==> config.mk <==
export PLATFORM = sky130hd
export DESIGN_NAME = blue_aqm_drop_decider
export DESIGN_NICKNAME = d
export VERILOG_FILES = /design/src/rtl/blue_aqm_pkg.sv /design/src/rtl/blue_aqm_datapath.sv /design/src/rtl/blue_aqm_ctrl.sv /design/src/rtl/blue_aqm_drop_decider.sv
export SDC_FILE = /design/constraint.sdc
export NUM_CORES = 2
export LEC_CHECK = 0
export BUFFER_PORTS_ARGS = -buffer_cell sky130_fd_sc_hd__buf_2
export CORE_MARGIN = 5
export CORE_UTILIZATION = 56
export CTS_CLUSTER_DIAMETER = 60
export DETAILED_ROUTE_END_ITERATION = 6
export GPL_ROUTABILITY_DRIVEN = 0
export PLACE_DENSITY_LB_ADDON = 0.05
export RECOVER_POWER = 100
export SLEW_MARGIN = 10
export SYNTH_ARGS = -nofsm -noshare
export SYNTH_HDL_FRONTEND = slang
export SYNTH_SLANG_ARGS = --single-unit
==> constraint.sdc <==
create_clock -name clk -period 8.4 [get_ports clk]
set_clock_uncertainty 0.15 [all_clocks]
set_input_delay 0.84 -clock clk [delete_from_list [all_inputs] [get_ports clk]]
set_output_delay 0.84 -clock clk [all_outputs]
set_load 0.01 [all_outputs]
==> src/rtl/blue_aqm_pkg.sv <==
`timescale 1ns / 1ps
`default_nettype none
package blue_aqm_pkg;

    localparam int TimeBits  = 32;
    localparam int ProbBits  = 17;
    localparam int ByteBits  = 24;
    localparam int PktBits   = 16;
    localparam int CfgIdxBits = 3;
    localparam int CfgDataBits = 32;

    localparam logic [ProbBits-1:0] ProbOne  = 17'h10000;
    localparam logic [PktBits-1:0]  PktMax   = 16'hFFFF;

    localparam logic [CfgIdxBits-1:0] CfgByteMode  = 3'd0;
    localparam logic [CfgIdxBits-1:0] CfgQueueLim  = 3'd1;
    localparam logic [CfgIdxBits-1:0] CfgIncStep   = 3'd2;
    localparam logic [CfgIdxBits-1:0] CfgDecStep   = 3'd3;
    localparam logic [CfgIdxBits-1:0] CfgFreeze    = 3'd4;

    localparam logic [2:0] VerdictAccept  = 3'd0;
    localparam logic [2:0] VerdictForced  = 3'd1;
    localparam logic [2:0] VerdictEarly   = 3'd2;
    localparam logic [2:0] VerdictDeq     = 3'd3;
    localparam logic [2:0] VerdictDeqEmpty = 3'd4;

    typedef struct packed {
        logic        action;
        logic [31:0] now_ticks;
        logic [15:0] packet_size;
        logic [15:0] random_fraction;
    } in_item_t;

    typedef struct packed {
        logic [2:0]  verdict;
        logic [16:0] mark_probability;
        logic [15:0] queued_packets;
        logic [23:0] queued_bytes;
        logic [31:0] forced_drop_count;
        logic [31:0] early_drop_count;
    } out_item_t;

    typedef enum logic [2:0] {
        ST_IDLE,
        ST_DIV,
        ST_DECAY,
        ST_DECIDE,
        ST_OUT
    } state_t;

    // controller -> datapath
    typedef struct packed {
        logic load;      // capture input item
        logic div_start; // begin idle division
        logic div_step;  // one quotient bit
        logic decay;     // apply quotient * decrement
        logic decide;    // main update
    } cmd_t;

    // datapath -> controller
    typedef struct packed {
        logic is_enq_idle;
        logic div_done;
    } status_t;

endpackage
`default_nettype wire

==> src/rtl/blue_aqm_datapath.sv <==
`timescale 1ns / 1ps
`default_nettype none
module blue_aqm_datapath (
    input  wire logic                     clk,
    input  wire logic                     rst_n,
    input  wire logic                     cfg_we,
    input  wire logic [2:0]               cfg_index,
    input  wire logic [31:0]              cfg_data,
    input  wire blue_aqm_pkg::in_item_t   in_item,
    input  wire blue_aqm_pkg::cmd_t       cmd,
    output blue_aqm_pkg::status_t         status,
    output blue_aqm_pkg::out_item_t       result
);

    // configuration registers
    logic        byte_mode_reg;
    logic [23:0] queue_limit_reg;
    logic [16:0] inc_step_reg;
    logic [16:0] dec_step_reg;
    logic [31:0] freeze_reg;

    always_ff @(posedge clk or negedge rst_n)
    begin
        if (!rst_n)
        begin
            byte_mode_reg   <= 1'b0;
            queue_limit_reg <= 24'd25;
            inc_step_reg    <= 17'd164;
            dec_step_reg    <= 17'd16;
            freeze_reg      <= 32'd100000;
        end
        else if (cfg_we)
        begin
            unique case (cfg_index)
                blue_aqm_pkg::CfgByteMode: byte_mode_reg   <= cfg_data[0];
                blue_aqm_pkg::CfgQueueLim: queue_limit_reg <= cfg_data[23:0];
                blue_aqm_pkg::CfgIncStep:  inc_step_reg    <= cfg_data[16:0];
                blue_aqm_pkg::CfgDecStep:  dec_step_reg    <= cfg_data[16:0];
                blue_aqm_pkg::CfgFreeze:   freeze_reg      <= cfg_data;
                default: ;
            endcase
        end
    end

    // state
    logic [16:0] pmark_reg;
    logic [15:0] pkt_reg;
    logic [23:0] bytes_reg;
    logic [31:0] last_upd_reg;
    logic [31:0] idle_start_reg;
    logic        idle_flag_reg;
    logic [31:0] forced_reg;
    logic [31:0] early_reg;
    blue_aqm_pkg::in_item_t item_reg;
    logic [2:0]  verdict_reg;

    // restoring divider: quotient/remainder, 32 steps
    logic [31:0] quo_reg;
    logic [32:0] rem_reg;
    logic [31:0] dvd_reg;
    logic [5:0]  cnt_reg;

    logic [31:0] divisor;
    logic [32:0] rem_shift;
    logic [32:0] rem_sub;
    assign divisor   = (freeze_reg == 32'd0) ? 32'd1 : freeze_reg;
    assign rem_shift = {rem_reg[31:0], dvd_reg[31]};
    assign rem_sub   = rem_shift - {1'b0, divisor};

    always_ff @(posedge clk or negedge rst_n)
    begin
        if (!rst_n)
        begin
            cnt_reg <= 6'd0;
        end
        else if (cmd.div_start)
        begin
            cnt_reg <= 6'd0;
        end
        else if (cmd.div_step)
        begin
            cnt_reg <= cnt_reg + 6'd1;
        end
    end

    always_ff @(posedge clk)
    begin
        if (cmd.div_start)
        begin
            dvd_reg <= item_reg.now_ticks - idle_start_reg;
            rem_reg <= 33'd0;
            quo_reg <= 32'd0;
        end
        else if (cmd.div_step)
        begin
            dvd_reg <= {dvd_reg[30:0], 1'b0};
            if (!rem_sub[32])
            begin
                rem_reg <= rem_sub;
                quo_reg <= {quo_reg[30:0], 1'b1};
            end
            else
            begin
                rem_reg <= rem_shift;
                quo_reg <= {quo_reg[30:0], 1'b0};
            end
        end
    end

    assign status.div_done    = (cnt_reg == 6'd32);
    assign status.is_enq_idle = !item_reg.action && idle_flag_reg;

    // decay amount: saturate quotient to 17 bits (pmark <= 2^16 anyway)
    logic [16:0] quo_sat;
    logic [33:0] decay_amt;
    assign quo_sat   = (quo_reg[31:17] != 15'd0) ? 17'h1FFFF : quo_reg[16:0];
    assign decay_amt = quo_sat * dec_step_reg;

    // decision logic
    logic [31:0] since_upd;
    logic        gate_ok;
    logic [24:0] bytes_sum;
    logic        full;
    logic        early;
    logic [17:0] pm_inc;
    assign since_upd = item_reg.now_ticks - last_upd_reg;
    assign gate_ok   = since_upd > freeze_reg;
    assign bytes_sum = {1'b0, bytes_reg} + {9'd0, item_reg.packet_size};
    assign pm_inc    = {1'b0, pmark_reg} + {1'b0, inc_step_reg};
    always_comb
    begin
        full = byte_mode_reg ? (bytes_sum > {1'b0, queue_limit_reg})
                             : ({8'd0, pkt_reg} >= queue_limit_reg);
        if (pkt_reg == blue_aqm_pkg::PktMax || bytes_sum[24])
        begin
            full = 1'b1;
        end
        early = {1'b0, item_reg.random_fraction} < pmark_reg;
    end

    logic [15:0] pkt_dec;
    assign pkt_dec = pkt_reg - 16'd1;

    always_ff @(posedge clk or negedge rst_n)
    begin
        if (!rst_n)
        begin
            pmark_reg      <= '0;
            pkt_reg        <= '0;
            bytes_reg      <= '0;
            last_upd_reg   <= '0;
            idle_start_reg <= '0;
            idle_flag_reg  <= 1'b1;
            forced_reg     <= '0;
            early_reg      <= '0;
            verdict_reg    <= blue_aqm_pkg::VerdictAccept;
        end
        else if (cmd.decay)
        begin
            if (quo_reg != 32'd0)
            begin
                pmark_reg    <= (decay_amt >= {17'd0, pmark_reg}) ? 17'd0
                                : pmark_reg - decay_amt[16:0];
                last_upd_reg <= item_reg.now_ticks;
            end
            idle_flag_reg <= 1'b0;
        end
        else if (cmd.decide)
        begin
            if (!item_reg.action)
            begin
                idle_flag_reg <= 1'b0;
                if (full || early)
                begin
                    if (gate_ok)
                    begin
                        pmark_reg    <= (pm_inc > {1'b0, blue_aqm_pkg::ProbOne})
                                        ? blue_aqm_pkg::ProbOne : pm_inc[16:0];
                        last_upd_reg <= item_reg.now_ticks;
                    end
                    if (full)
                    begin
                        forced_reg  <= forced_reg + 32'd1;
                        verdict_reg <= blue_aqm_pkg::VerdictForced;
                    end
                    else
                    begin
                        early_reg   <= early_reg + 32'd1;
                        verdict_reg <= blue_aqm_pkg::VerdictEarly;
                    end
                end
                else
                begin
                    pkt_reg     <= pkt_reg + 16'd1;
                    bytes_reg   <= bytes_sum[23:0];
                    verdict_reg <= blue_aqm_pkg::VerdictAccept;
                end
            end
            else if (pkt_reg == 16'd0)
            begin
                verdict_reg <= blue_aqm_pkg::VerdictDeqEmpty;
            end
            else
            begin
                pkt_reg     <= pkt_dec;
                verdict_reg <= blue_aqm_pkg::VerdictDeq;
                if (pkt_dec == 16'd0)
                begin
                    bytes_reg <= '0;
                    if (!idle_flag_reg)
                    begin
                        idle_flag_reg  <= 1'b1;
                        idle_start_reg <= item_reg.now_ticks;
                        if (gate_ok)
                        begin
                            pmark_reg <= ({1'b0, dec_step_reg} >= {1'b0, pmark_reg})
                                         ? 17'd0 : pmark_reg - dec_step_reg;
                            last_upd_reg <= item_reg.now_ticks;
                        end
                    end
                end
                else
                begin
                    bytes_reg <= ({8'd0, item_reg.packet_size} >= bytes_reg) ? 24'd0
                                 : bytes_reg - {8'd0, item_reg.packet_size};
                end
            end
        end
    end

    always_ff @(posedge clk)
    begin
        if (cmd.load)
        begin
            item_reg <= in_item;
        end
    end

    assign result.verdict           = verdict_reg;
    assign result.mark_probability  = pmark_reg;
    assign result.queued_packets    = pkt_reg;
    assign result.queued_bytes      = bytes_reg;
    assign result.forced_drop_count = forced_reg;
    assign result.early_drop_count  = early_reg;

endmodule
`default_nettype wire

==> src/rtl/blue_aqm_ctrl.sv <==
`timescale 1ns / 1ps
`default_nettype none
module blue_aqm_ctrl (
    input  wire logic                  clk,
    input  wire logic                  rst_n,
    input  wire logic                  in_valid,
    output logic                       in_ready,
    output logic                       out_valid,
    input  wire logic                  out_ready,
    input  wire blue_aqm_pkg::status_t status,
    output blue_aqm_pkg::cmd_t         cmd
);

    blue_aqm_pkg::state_t state_reg, state_next;

    always_ff @(posedge clk or negedge rst_n)
    begin
        if (!rst_n)
        begin
            state_reg <= blue_aqm_pkg::ST_IDLE;
        end
        else
        begin
            state_reg <= state_next;
        end
    end

    always_comb
    begin
        state_next = state_reg;
        cmd        = '0;
        in_ready   = 1'b0;
        out_valid  = 1'b0;
        unique case (state_reg)
            blue_aqm_pkg::ST_IDLE:
            begin
                in_ready = 1'b1;
                if (in_valid)
                begin
                    cmd.load   = 1'b1;
                    state_next = blue_aqm_pkg::ST_DIV;
                end
            end
            blue_aqm_pkg::ST_DIV:
            begin
                // idle enqueue runs the divider, others go straight on
                if (status.is_enq_idle)
                begin
                    cmd.div_start = 1'b1;
                    state_next    = blue_aqm_pkg::ST_DECAY;
                end
                else
                begin
                    cmd.decide = 1'b1;
                    state_next = blue_aqm_pkg::ST_OUT;
                end
            end
            blue_aqm_pkg::ST_DECAY:
            begin
                if (status.div_done)
                begin
                    cmd.decay  = 1'b1;
                    state_next = blue_aqm_pkg::ST_DECIDE;
                end
                else
                begin
                    cmd.div_step = 1'b1;
                end
            end
            blue_aqm_pkg::ST_DECIDE:
            begin
                cmd.decide = 1'b1;
                state_next = blue_aqm_pkg::ST_OUT;
            end
            blue_aqm_pkg::ST_OUT:
            begin
                out_valid = 1'b1;
                if (out_ready)
                begin
                    state_next = blue_aqm_pkg::ST_IDLE;
                end
            end
            default: state_next = blue_aqm_pkg::ST_IDLE;
        endcase
    end

endmodule
`default_nettype wire

==> src/rtl/blue_aqm_drop_decider.sv <==
// Channel | Signals                          | Request
// in      | in_valid, in_ready, in_data      | enqueue/dequeue event
// out     | out_valid, out_ready, out_data   | verdict and counters
// cfg     | cfg_we, cfg_index, cfg_data      | register write
// One request at a time: each request passes accept, decide and result,
// the output handshake included; the first enqueue after idle also runs
// the 32-step serial divider and the decay before the decision.
// Reset is asynchronous; the state and configuration registers take their defaults.
// A stalled result holds in the output register; no new request is
// taken until it is delivered.
`timescale 1ns / 1ps
`default_nettype none
module blue_aqm_drop_decider (
    input  wire logic                    clk,
    input  wire logic                    rst_n,
    input  wire logic                    in_valid,
    output logic                         in_ready,
    input  wire blue_aqm_pkg::in_item_t  in_data,
    output logic                         out_valid,
    input  wire logic                    out_ready,
    output blue_aqm_pkg::out_item_t      out_data,
    input  wire logic                    cfg_we,
    input  wire logic [2:0]              cfg_index,
    input  wire logic [31:0]             cfg_data
);

    blue_aqm_pkg::cmd_t    cmd;
    blue_aqm_pkg::status_t status;

    blue_aqm_ctrl u_ctrl (
        .clk       (clk),
        .rst_n     (rst_n),
        .in_valid  (in_valid),
        .in_ready  (in_ready),
        .out_valid (out_valid),
        .out_ready (out_ready),
        .status    (status),
        .cmd       (cmd)
    );

    blue_aqm_datapath u_dp (
        .clk       (clk),
        .rst_n     (rst_n),
        .cfg_we    (cfg_we),
        .cfg_index (cfg_index),
        .cfg_data  (cfg_data),
        .in_item   (in_data),
        .cmd       (cmd),
        .status    (status),
        .result    (out_data)
    );

endmodule
`default_nettype wire

# Word-level counts from Yosys, hierarchy flattened
# Cells that the tools add are included.
dict set report totals {
  regBits 450
  wordCells 163
  out_inout_bits 126
  inputBits 105
}
dict set report op_classes {
  multipliers 1
  add_sub_neg 13
  magnitude_cmp 8
  n_reduce_logical 29
  bitwise 5
  n_mux 65
  n_eq_ne 19
}
# operator count
set ops {}
lappend ops {{two-way mux 32 bit} 13}
lappend ops {{two-way mux 17 bit} 14}
lappend ops {{two-way mux 24 bit} 5}
lappend ops {{adder 32 x 1 -> 32 bit (second input constant)} 2}
lappend ops {{subtractor 32 bit} 2}
lappend ops {{greater-or-equal comparator 16 x 24 -> 1 bit} 2}
lappend ops {{two-way mux 16 bit} 3}
lappend ops {{greater-or-equal comparator 34 x 17 -> 1 bit} 1}
lappend ops {{multiplier 17 x 17 -> 34 bit} 1}
lappend ops {{subtractor 17 bit} 2}
lappend ops {{subtractor 33 x 32 -> 33 bit} 1}
lappend ops {{> comparator 32 bit} 1}
lappend ops {{logical NOT 16 bit} 2}
lappend ops {{logical NOT 32 bit} 1}
lappend ops {{nonzero test 32 bit} 1}
lappend ops {{adder 24 x 16 -> 25 bit} 1}
lappend ops {{> comparator 25 x 24 -> 1 bit} 1}
lappend ops {{subtractor 24 x 16 -> 24 bit} 1}
lappend ops {{adder 17 x 17 -> 18 bit} 1}
lappend ops {{> comparator 18 x 17 -> 1 bit (second input constant)} 1}
lappend ops {{two-way mux 3 bit} 6}
lappend ops {{greater-or-equal comparator 17 bit} 1}
lappend ops {{less-than comparator 16 x 17 -> 1 bit} 1}
lappend ops {{two-way mux 1 bit} 17}
lappend ops {{29 further kinds} 59}

# Depth between registers and ports, before layout
dict set report logic_depth {
  depth_word 9
  depth_mapped 39
  depth_no_buf 35
}

# Hierarchy
# A second synthesis with hierarchy kept.
dict set report hier_totals {
  hier_cells 4497
  hier_area_um2 39542.9
}
# module area_each_um2 seq_area_each_um2 cells_per_inst n_inst
set by_module_without_submodules {}
lappend by_module_without_submodules {blue_aqm_datapath 39369.0 11368.4 4477 1}
lappend by_module_without_submodules {blue_aqm_ctrl 173.9 75.1 20 1}

# Least setup slack after synthesis
# No wires, ideal clock.
dict set report synth_path {
  path_type {reg2reg}
  startpoint {register u_dp.quo_reg[18]}
  endpoint {register u_dp.pmark_reg[11]}
  slack_ns -0.769
  required_time_ns 8.146
  path_buffers 4
  stages_incl_launch_ff 36
  synth_period_minus_slack_ns 9.169
  arrival_time_ns 8.915
  setup_ns 0.104
  path_cell_list {dfxtp_1 nor4_1 nand4_1 clkbuf_1 clkbuf_1 nor2_1 nor2_1 fa_1 inv_1 fa_1 fa_1 fa_1 inv_1 fa_1 fa_1 ha_1 buf_6 and3_1 a221o_1 o21ai_0 nand2b_1 and2_1 o21a_1 nor2_1 xnor2_1 ha_1 a221oi_1 o2111ai_1 a2111oi_0 o2111ai_1 nor4_1 nand4_1 or4_1 or4_4 buf_6 o41ai_2}
}
dict set report synth_via {
  elab_chain_len 7
  word_cells_on_any_way 11
  cone_classes {add/sub (1); mul (1); order compare (1); eq/ne (1); mux (4); reduce/logical (3)}
}
# element line
set synth_rtl {}
lappend synth_rtl {{from (decl)} blue_aqm_datapath.sv:58} ;# logic [31:0] quo_reg;
lappend synth_rtl {{from (signal assigned)} blue_aqm_datapath.sv:100} ;# quo_reg <= {quo_reg[30:0], 1'b1};
lappend synth_rtl {{from (signal assigned)} blue_aqm_datapath.sv:105} ;# quo_reg <= {quo_reg[30:0], 1'b0};
lappend synth_rtl {{nonzero test 15 bit} blue_aqm_datapath.sv:116} ;# assign quo_sat = (quo_reg[31:17] != 15'd0) ? 17'h1FFFF : quo_reg[16:0];
lappend synth_rtl {{two-way mux 17 bit} blue_aqm_datapath.sv:116}
lappend synth_rtl {{multiplier 17 x 17 -> 34 bit} blue_aqm_datapath.sv:117} ;# assign decay_amt = quo_sat * dec_step_reg;
lappend synth_rtl {{greater-or-equal comparator 34 x 17 -> 1 bit or subtractor 17 bit (tied branches)} {blue_aqm_datapath.sv:162, blue_aqm_datapath.sv:163}}
lappend synth_rtl {{two-way mux 17 bit} blue_aqm_datapath.sv:162} ;# pmark_reg <= (decay_amt >= {17'd0, pmark_reg}) ? 17'd0
lappend synth_rtl {{two-way mux 17 bit} blue_aqm_datapath.sv:160} ;# if (quo_reg != 32'd0)
lappend synth_rtl {{two-way mux 17 bit} blue_aqm_datapath.sv:158} ;# else if (cmd.decay)
lappend synth_rtl {{to (signal assigned)} blue_aqm_datapath.sv:162}
lappend synth_rtl {{to (signal assigned)} blue_aqm_datapath.sv:177} ;# pmark_reg <= (pm_inc > {1'b0, blue_aqm_pkg::ProbOne})
lappend synth_rtl {{to (signal assigned)} blue_aqm_datapath.sv:216} ;# pmark_reg <= ({1'b0, dec_step_reg} >= {1'b0, pmark_reg})
lappend synth_rtl {{to (decl)} blue_aqm_datapath.sv:46} ;# logic [16:0] pmark_reg;
# Parallel ways exist; a longest one is shown, timed or not. The select of a mux whose other input is x is not followed.
# A chain may end at the register's enable or synchronous reset.

# Worst setup path after layout
dict set report layout_path {
  startpoint {register u_dp.quo_reg[22]}
  endpoint {register u_dp.pmark_reg[2]}
}
# Same word-level chain as after synthesis.

==> out/qor.yml <==
critical_path:
  path_class: "flip-flop to flip-flop"
  path_max_fanout: 7
  cpMostUsedCell: "fa_1"
  cp.arrival_ns: 9.45
  slowest_delay_ns: 0.60
  crit_required_ns: 8.76
  crit_cells: 33
  start_kind: "flip-flop"
  cp-end-kind: "flip-flop"
  rrSetupSlack_ns: -0.69
  crit_family: "adder cells"
  cp_num_buf_inv: 4
  worst_r2r_path_depth: 33
  cp_slowest_cell: "fa_1"
place:
  dp_hpwl_um: 90300
  portBuffers: 230
  place_ws_ns: -0.823
  place_inst: 5679
  postPlaceCellArea_sq_mm: 0.0430
clocking:
  root_buffer: "clkbuf_16"
  cts_tree: "yes"
  h-tree-depth: 2
  clkLatencyLatePin_ns: 0.66
  clock_sinks: 450
  clock_path_buffers: 3
  cts-buffers-inserted: 56
  path_clk_slew_ns: 0.06
cells_and_area:
  fin_util_pct: 64.2
  stdcell_count: 5796
  largest_reg_flops: 65
  nets: 5540
  fillers: 6144
  area_growth_pct: 13.6
  drive_gt1_share_pct: 11.8
  post-route-cell-area_sq_mm: 0.0450
floorplanning:
  start_util_pct: 56.5
  ios: 231
  coreArea_sq_mm: 0.0700
  die_h_um: 276
  die-area_sq_mm: 0.0761
  fp-row-count: 97
  die_w_um: 276
sta:
  relSlewSlack_pct: -288
  fin_ws_ns: -0.689
  hold_slack_ns: 0.201
  min_period_ns: 9.09
  grt_setup_unrepaired: "true"
  fmax_mhz: 110
  final_hold_viol_count: 0
  setup_viol: 17
  final_max_slew_viol_count: 757
  finalCritPeriodShare_pct: 108
  tightest_slew_ns: 5.82
logic_synthesis:
  yosysTopAreaCell: "dfrtp_1"
  synth_fp_nets: 5198
  synth_top_area_share_pct: 17.4
  avgSynthCellArea_sq_um: 8.86
  ys_seq_elements: 450
  synthFlopType: "dfrtp_1"
  yosysSeqAreaShare_pct: 28.9
  ys_warn_count: 0
  synth.distinct_cells: 96
  synth_edf_count: 97
  netlist_instances: 4466
  synth_area_sq_mm: 0.0396
  ys_async_sr_fraction_pct: 64.2
  synthTopCellsByArea: "dfrtp_1 17%, ha_1 12%, fa_1 12%"
drt:
  drc: 1
  wire_per_inst_um: 20.0
  ant_nets: 0
  drt_iter0_drc: 2641
  vias: 33500
  vias_per_cell: 5.78
  drt-total-wl_um: 116000
  drt-pass1-iter-count: 7
global_routing:
  grt.total_usage_pct: 30.4
  grt_pass1_wl_um: 184000
  gr-total-overflow: 0
  antenna_found_initial: 2
  grt_pass1_vias: 33100
  grt_start_max_net_pins: 146
worst_hold_path:
  holdPathStages: 1
  hold_path_class: "input port to flip-flop"
status:
  violations: "DRC, capacitance limit, slew limit, setup timing"
  status: "complete, but fails checks"
power:
  ir_worst_vdd_mv: 0.279
  power_density_mw_per_mm2: 293
  cellLeakagePower_nw: 21.2
run:
  drv_cap: 12
-- per-stage QoR --
step           TNS [ns]  total power [mW]
6_report          -8.85              13.2
3_3_place_gp      -6.55              10.5
2_1_floorplan     -5.27              8.44
5_1_grt          -37.71              14.2
3_5_place_dp     -11.60              10.6
4_1_cts           -6.78              13.2
-- cell usage after synthesis (98+ instances only) --
| library cell | count |
|---|---|
| o21ai_0 | 287 |
| inv_1 | 572 |
| fa_1 | 232 |
| xnor2_1 | 179 |
| a21o_1 | 98 |
| ha_1 | 395 |
| a21oi_1 | 196 |
| dfrtp_1 | 275 |
| nand3_1 | 109 |
| nand2_1 | 556 |
| clkbuf_1 | 141 |
| nor2_1 | 257 |
-- final cells by class --
cell class	instances	area (sq um)	share of cell area, %
Antenna cell	1	2.50	0.00556
Clock buffer	81	1680	3.73
Clock inverter	24	310	0.690
Inverter	583	2190	4.87
Multi-Input combinational cell	3262	25500	56.7
Sequential cell	450	11400	25.4
Tap cell	940	1180	2.61
Timing Repair Buffer	455	2690	5.97
-- routing by layer --
layer	part of all wire [%]	vias up	track usage [%]
met5	0	-	0
met4	4.5	0	11.0
met3	7.1	253	5.03
met2	46	1132	48.8
met1	43	16200	41.8
li1	-	15900	-
-- cells in the final DEF, fill, tap and decap left out, types with 15 or more instances in the layout --
cell | Yosys | final
a211oi_1 | 23 | 23
a21o_1 | 98 | 98
a21oi_1 | 196 | 196
a22o_1 | 15 | 15
a31oi_1 | 34 | 34
and2_1 | 53 | 50
and3_1 | 56 | 55
buf_2 | 16 | 102
buf_4 | 1 | 195
clkbuf_1 | 141 | 154
clkbuf_16 | 0 | 58
dfrtp_1 | 275 | 275
dfxtp_1 | 64 | 63
edfxtp_1 | 97 | 97
fa_1 | 232 | 231
ha_1 | 395 | 389
inv_1 | 572 | 569
mux2_2 | 51 | 50
mux2i_1 | 46 | 46
nand2_1 | 556 | 552
nand2b_1 | 29 | 28
nand3_1 | 109 | 109
nand4_1 | 78 | 78
nor2_1 | 257 | 247
nor2b_1 | 27 | 27
nor3_1 | 61 | 59
nor4_1 | 44 | 40
o211ai_1 | 15 | 15
o21a_1 | 43 | 43
o21ai_0 | 287 | 288
o21bai_1 | 25 | 25
o31ai_1 | 19 | 18
or2_2 | 26 | 23
or3_1 | 17 | 17
xnor2_1 | 179 | 179
xor2_1 | 69 | 69
-- where the power goes --
group          switching, mW  leakage [nW]  internal, mW
Clock                   1.04         0.978          1.50
Sequential             0.619          5.13          2.83
Combinational           4.26          15.1          2.92
-- worst register-to-register path, delay by kind of cell, from the launching register on --
| kind | cells | cell delay [ns] |
|---|---|---|
| buffers and inverters | 4 | 0.40 |
| AND/OR/NAND/NOR | 12 | 2.63 |
| AO/OA/AOI/OAI | 8 | 1.78 |
| adder cells (fa/ha/maj) | 8 | 3.58 |
| XOR/XNOR | 1 | 0.11 |
| flip-flops | 1 | 0.36 |
-- cell families (layout without fill, tap and decap cells) --
| kind of cell | after synthesis | in the layout | synth area share, % |
|---|---|---|---|
| AO/OA/AOI/OAI | 916 | 916 | 15.0 |
| XOR/XNOR | 249 | 249 | 5.53 |
| adder cells (fa/ha/maj) | 627 | 627 | 24.2 |
| multiplexers | 97 | 97 | 2.61 |
| AND/OR/NAND/NOR | 1372 | 1373 | 16.3 |
| other | 0 | 1 | 0 |
| buffers and inverters | 755 | 1143 | 7.34 |
| flip-flops | 450 | 450 | 28.9 |
-- final timing paths --
path / from / endpoint
worst max-delay path: u_dp.quo_reg[22]$_SDFFE_PP0P_ / u_dp.pmark_reg[2]$_DFFE_PN0P_
worst min-delay path: in_data[41] / u_dp.item_reg[41]$_DFFE_PP_
worst max register to register: u_dp.quo_reg[22]$_SDFFE_PP0P_ / u_dp.pmark_reg[2]$_DFFE_PN0P_
worst min register to register: u_dp.early_reg[31]$_DFFE_PN0P_ / u_dp.early_reg[31]$_DFFE_PN0P_
max in group asynchronous: rst_n / u_dp.early_reg[24]$_DFFE_PN0P_
min in group asynchronous: rst_n / u_dp.idle_start_reg[7]$_DFFE_PN0P_
-- timing repair --
item	4_1_cts	5_1_grt
setup buffers	0	11
pin swaps	3	21
gates resized for setup	8	39
hold endpoints to repair	0	0
gates cloned	1	0
hold buffers	0	0
setup endpoints to repair	17	17
Power figures use the tool's default switching activity.
